$ cat src/rtl/gbt_pkg.sv
`timescale 1ns / 1ps
// ----------------------------------------------------------------------------
// Graph traversal package
// Sizes, action and status codes, and the records shared by the modules.
// ----------------------------------------------------------------------------
package gbt_pkg;

  localparam int MAX_VERTICES = 64;
  localparam int MAX_EDGES    = 256;

  localparam int VTX_W  = 6;                          // vertex field width
  localparam int CNT_W  = 7;                          // vertex_count width
  localparam int VIDX_W = $clog2(MAX_VERTICES);       // index into vertex maps
  localparam int PTR_W  = $clog2(MAX_VERTICES + 1);   // queue / stack pointer
  localparam int EA_W   = $clog2(MAX_EDGES);          // edge store address
  localparam int EC_W   = $clog2(MAX_EDGES + 1);      // edge count

  localparam logic [1:0] ACT_ADD  = 2'd0;
  localparam logic [1:0] ACT_BFS  = 2'd1;
  localparam logic [1:0] ACT_DFS  = 2'd2;
  localparam logic [1:0] ACT_NONE = 2'd3;

  localparam logic [1:0] ST_OK    = 2'd0;
  localparam logic [1:0] ST_FULL  = 2'd1;
  localparam logic [1:0] ST_RANGE = 2'd2;

  localparam logic [CNT_W-1:0] VCOUNT_RST = CNT_W'(MAX_VERTICES);

  // Result handed from the sequencer to the output stage.
  typedef struct packed {
    logic             push;
    logic             fin;
    logic [VTX_W-1:0] vertex;
    logic [1:0]       status;
  } gbt_emit_t;

  // One row of the list memory: first and last edge of a vertex.
  typedef struct packed {
    logic [EA_W-1:0] head;
    logic [EA_W-1:0] tail;
  } gbt_list_t;

  // One entry of the work store: queue slot or stack frame.
  typedef struct packed {
    logic [VTX_W-1:0] vtx;
    logic [EA_W-1:0]  eptr;
    logic             live;
  } gbt_frame_t;

endpackage

$ cat src/rtl/gbt_out_stage.sv
`timescale 1ns / 1ps
// ----------------------------------------------------------------------------
// Graph traversal output stage
// Holds one pending result until the next one or the end of the item is
// known, so the final result can carry last, then registers the output.
// ----------------------------------------------------------------------------
module gbt_out_stage
  import gbt_pkg::*;
(
  input  logic             clk_i,
  input  logic             rst_ni,
  input  gbt_emit_t        emit_i,
  output logic             rdy_o,
  output logic             out_valid_o,
  input  logic             out_stall_i,
  output logic [VTX_W-1:0] vertex_o,
  output logic             last_o,
  output logic [1:0]       status_o
);

  logic             pend_v_q, pend_v_d;
  logic [VTX_W-1:0] pend_vtx_q, pend_vtx_d;
  logic [1:0]       pend_st_q, pend_st_d;
  logic             out_v_q, out_v_d;
  logic [VTX_W-1:0] out_vtx_q, out_vtx_d;
  logic             out_last_q, out_last_d;
  logic [1:0]       out_st_q, out_st_d;
  logic             rdy;
  logic             move;

  always_comb begin
    rdy        = !pend_v_q || !out_v_q || !out_stall_i;
    move       = rdy && pend_v_q && (emit_i.push || emit_i.fin);
    out_v_d    = out_v_q && out_stall_i;
    out_vtx_d  = out_vtx_q;
    out_last_d = out_last_q;
    out_st_d   = out_st_q;
    pend_v_d   = pend_v_q;
    pend_vtx_d = pend_vtx_q;
    pend_st_d  = pend_st_q;
    // advance pending result to the output register
    if (move) begin
      out_v_d    = 1'b1;
      out_vtx_d  = pend_vtx_q;
      out_st_d   = pend_st_q;
      out_last_d = emit_i.fin;
    end
    if (emit_i.push && rdy) begin
      pend_v_d   = 1'b1;
      pend_vtx_d = emit_i.vertex;
      pend_st_d  = emit_i.status;
    end else if (emit_i.fin && rdy) begin
      pend_v_d = 1'b0;
    end
  end

  always_ff @(posedge clk_i or negedge rst_ni) begin
    if (!rst_ni) begin
      pend_v_q <= 1'b0;
      out_v_q  <= 1'b0;
    end else begin
      pend_v_q <= pend_v_d;
      out_v_q  <= out_v_d;
    end
  end

  always_ff @(posedge clk_i) begin
    pend_vtx_q <= pend_vtx_d;
    pend_st_q  <= pend_st_d;
    out_vtx_q  <= out_vtx_d;
    out_last_q <= out_last_d;
    out_st_q   <= out_st_d;
  end

  assign rdy_o       = rdy;
  assign out_valid_o = out_v_q;
  assign vertex_o    = out_vtx_q;
  assign last_o      = out_last_q;
  assign status_o    = out_st_q;

endmodule

$ cat config.mk
export PLATFORM = sky130hd
export DESIGN_NAME = gbt_out_stage
export DESIGN_NICKNAME = d
export VERILOG_FILES = /design/src/rtl/gbt_pkg.sv /design/src/rtl/gbt_out_stage.sv
export SDC_FILE = /design/constraint.sdc
export NUM_CORES = 1
export LEC_CHECK = 0
export BUFFER_PORTS_ARGS = -buffer_cell sky130_fd_sc_hd__buf_4
export CAP_MARGIN = 20
export CORE_AREA = 2 2 39 41
export CTS_CLUSTER_DIAMETER = 50
export DETAILED_ROUTE_END_ITERATION = 7
export DIE_AREA = 0 0 41 43
export PLACE_DENSITY = 0.75
export SYNTH_ARGS = -nofsm -noshare
export SYNTH_HDL_FRONTEND = slang
export SYNTH_SLANG_ARGS = --single-unit
export TNS_END_PERCENT = 20
$ cat constraint.sdc
create_clock -name clk_i -period 3.6 [get_ports clk_i]
set_clock_uncertainty 0.15 [all_clocks]
set_input_delay 0.72 -clock clk_i [delete_from_list [all_inputs] [get_ports clk_i]]
set_output_delay 0.72 -clock clk_i [all_outputs]
set_load 0.01 [all_outputs]
==> After elaboration in Yosys (flattened, before gate mapping) <==
Index checks and enable logic that the tools add are counted.
{ "op_classes": {"reduce_logical": 12, "muxes": 3} }
{ "ops": {"columns": ["op", "n"], "rows": [
  ["logical AND 1 bit", 5],
  ["logical NOT 1 bit", 3],
  ["logical OR 1 bit", 3],
  ["2-to-1 mux 1 bit", 3],
  ["nonzero test 2 bit", 1]
]} }
{ "totals": {"output_inout_bits": 11, "inputBits": 13, "register_bits": 19} }

==> Depth between registers and ports, before layout <==
{ "logic_depth": {"word_depth": 6, "mapped_depth": 2, "mapped_depth_nobuf": 2} }

==> Least setup slack after synthesis <==
No wires, ideal clock.
{ "synth_timing": {"path_kind": "input-to-reg", "start": "input emit_i[9] (netlist bit)", "end": "register out_last_q, in the netlist last_o, enable pin", "path_buffers": 0, "setup_time_ns": 0.378, "t_required_ns": 3.072, "arrival_ns": 1.315, "stages": 2, "path_slack_ns": 1.757, "path_cell_list": "o21ai_0 -> a21oi_1"} }
{ "synth_between": {"elab_chain_cells": 2} }
{ "synth_lines": {"columns": ["element", "line_no", "source"], "rows": [
  ["from (decl)", "gbt_out_stage.sv:12", "input gbt_emit_t emit_i,"],
  ["logical OR 1 bit", "gbt_out_stage.sv:33", "move = rdy && pend_v_q && (emit_i.push || emit_i.fin);"],
  ["logical AND 1 bit", "gbt_out_stage.sv:33", null],
  ["via move", "gbt_out_stage.sv:29", "logic move;"],
  ["to (signal assigned)", "gbt_out_stage.sv:71", "out_last_q <= out_last_d;"],
  ["to (decl)", "gbt_out_stage.sv:26", "logic out_last_q, out_last_d;"]
]} }
The timed path passes the listed nets, and every way through them passes these cells.
A chain may end at the register's enable or synchronous reset.

==> Final worst setup path <==
{ "layout_timing": {"start": "input out_stall_i", "end": "output rdy_o"} }
{ "layout_between": {"elab_chain_cells": 2} }
{ "layout_lines": {"columns": ["element", "line_no", "source"], "rows": [
  ["from (decl)", "gbt_out_stage.sv:15", "input logic out_stall_i,"],
  ["logical NOT 1 bit", "gbt_out_stage.sv:32", "rdy = !pend_v_q || !out_v_q || !out_stall_i;"],
  ["logical OR 1 bit", "gbt_out_stage.sv:32", null],
  ["to (decl)", "gbt_out_stage.sv:13", "output logic rdy_o,"]
]} }
No other way between the ends.

==> metrics <==
largest area contributor in the netlist=edfxtp_1; total power draw=411.7 uW; first-pass GRT wire length=1145 um; number of remaining DRC errors=0; maximum operating frequency=514.3 MHz; Clock Sinks=19; sequential area share after synthesis=0.9295; CORE AREA=1384 um2; synth top area cells=edfxtp_1, dfrtp_1, nand2_1; Cell Int Power=330.1 uW; EDFF count, synth=17; setup TNS=0 ns; Max Root-Sink Buffers=2; total grt overflow=0; Crit Path Category=input port to output pin; worst slew pin tran=0.7524 ns; critical path fanouts, max=3; Async S/R FF share, synth=0.1053; antenna violations before repair=0; Switching Fraction=0.1980; Seq pwr share=0.653; count leader, synth=edfxtp_1; Yosys top cell area share=0.8465; Synth Cell Area=603.1 um2; Min-Delay Path Class=input port to asynchronous set/reset pin; Die Height=43 um; via count=309; Sw Pwr=81.53 uW; critical path required time=2.73 ns; clock-pin slew on the worst setup and hold paths=0.09 ns; hpwl dp=558.6 um; Syn Inst Count=28; Total Wirelength=712 um; port bufs=23; flop2flop setup slack=1.99 ns; Critical Path Sink Type=output pin; H-tree depth=1; pwr dens=500.8 nW/um2; #FFs+latches synth=19; vias in the first global route=279; Routability Congestion=0.6819; synthesized area per cell=21.54 um2; Synth cell types=10; most instantiated cells after synthesis=edfxtp_1, dfrtp_1, nand2_1; status=finished clean; Slew HR=0.4984; startpoint type of the worst setup path=input port; WP data arrival=1.07 ns; CTS tree=done; Initial Util=0.4358; fin crit share=0.5401; post-CTS setup buffer count=0; final setup fails=0; CTS Buf Count=3; n_diodes=0; Area growth syn-to-layout=36.31%; Resize count post-CTS=0; nets@finish=69; Root Driver=clkbuf_4; worst vdd ir=0.2706 mV; Skew-Pair Late Insertion Delay=0.28 ns; cts hold-fix bufs=0; clock power share=0.235; Avg WL per Cell=10.03 um; Net Count, Synth=41; post-route minimum period=1.944 ns; die outline area=1763 um2; ys flop type=edfxtp_1; largest net degree at the start of global routing=11; vias per cell=4.352; Site Rows=14; Leak=0.0003297 uW; Yosys warnings=0; GRT Util Overall=0.1034; total of max-cap violations=0; I/O Pins=24; Die Wd=41 um; Comb pwr share=0.112; fraction of layout cells with a size suffix above 1=0.4727; First DRT Iteration DRCs=10; DR pass1 iterations=3; Final Max Slew Viols=0; unrepaired setup endpoints after global routing=false; Final Hold Viols=0; post-route antenna net violation count=0
-- power by group through the flow --
stage | sequential [uW] | clock (uW) | combinational (uW)
floorplan | 279 | 0 | 11.0
global placement | 273 | 0 | 45.7
detailed placement | 274 | 0 | 46.9
CTS | 269 | 102 | 47.0
global route | 271 | 113 | 50.2
finish | 269 | 96.8 | 46.2
-- cells in the final DEF (no fill, tap or decap) --
cell type  Yosys  final
buf_4          0     23
edfxtp_1      17     17
clkbuf_4       0      3
nand2_1        2      2
dfrtp_1        2      2
nand3_1        1      1
o21ai_0        1      1
a21oi_1        1      1
and2_1         1      1
inv_1          1      1
nor2_1         1      1
a31oi_1        1      1
clkbuf_1       0      1
-- final timing paths --
| kind | end | startpoint | depth (start not counted) |
|---|---|---|---|
| setup / recovery | rdy_o | out_stall_i | 3 |
| hold / removal | out_valid_o | rst_ni | 1 |
| setup reg to reg | vertex_o[3] | pend_v_q | 2 |
| hold reg to reg | vertex_o[5] | pend_vtx_q[5] | 0 |
| max in group asynchronous | pend_v_q | rst_ni | 1 |
| min in group clk_i | vertex_o[5] | pend_vtx_q[5] | 0 |
-- cell families after synthesis --
| group | share of synthesized area |
|---|---|
| AO/OA/AOI/OAI | 0.02696 |
| buffers and inverters | 0.006218 |
| flip-flops | 0.9295 |
| AND/OR/NAND/NOR | 0.03734 |
-- per-layer routing --
layer / up-vias / routed length [um] / global-route usage
met5: - / 0 / 0
met2: 16 / 348 / 0.1219
met3: 0 / 79 / 0.03141
met4: 0 / 0 / 0.1000
met1: 132 / 285 / 0.1434
li1: 161 / - / -
-- final cells by class --
cell class                 count  area, um2
fill                         110      561.8
sequential                    19      560.5
timing repair buffer          23      172.7
multi-input combinational      8      38.79
clock buffer                   4      26.28
tap                           16      20.02
inverter                       1      3.754
-- metrics by stage --
stage / instance area [um2] / util / hold WS (ns) / std cells / setup slack (ns)
2_1_floorplan: 603.1 / - / 0.2503 / 28 / 1.757
3_3_place_gp: 795.8 / 0.5750 / 0.2533 / 67 / 1.583
3_5_place_dp: 795.8 / 0.5750 / 0.2545 / 67 / 1.495
4_1_cts: 822.0 / 0.5940 / 0.03945 / 71 / 1.660
5_1_grt: 822.0 / 0.5940 / 0.02435 / 71 / 1.654
6_report: 822.0 / 0.5940 / 0.05156 / 71 / 1.656
-- critical path, stage by stage --
cell and delay (ns):
buf_4 0.12, nand3_1 0.10, buf_4 0.13
-- state kept, by name (all words and copies together), names as in the netlist --
name         count
pend_st_q        2
status_o         2
pend_vtx_q       6
vertex_o         6
last_o           1
out_valid_o      1
pend_v_q         1
Note: power is estimated with default switching activity, not from simulation.
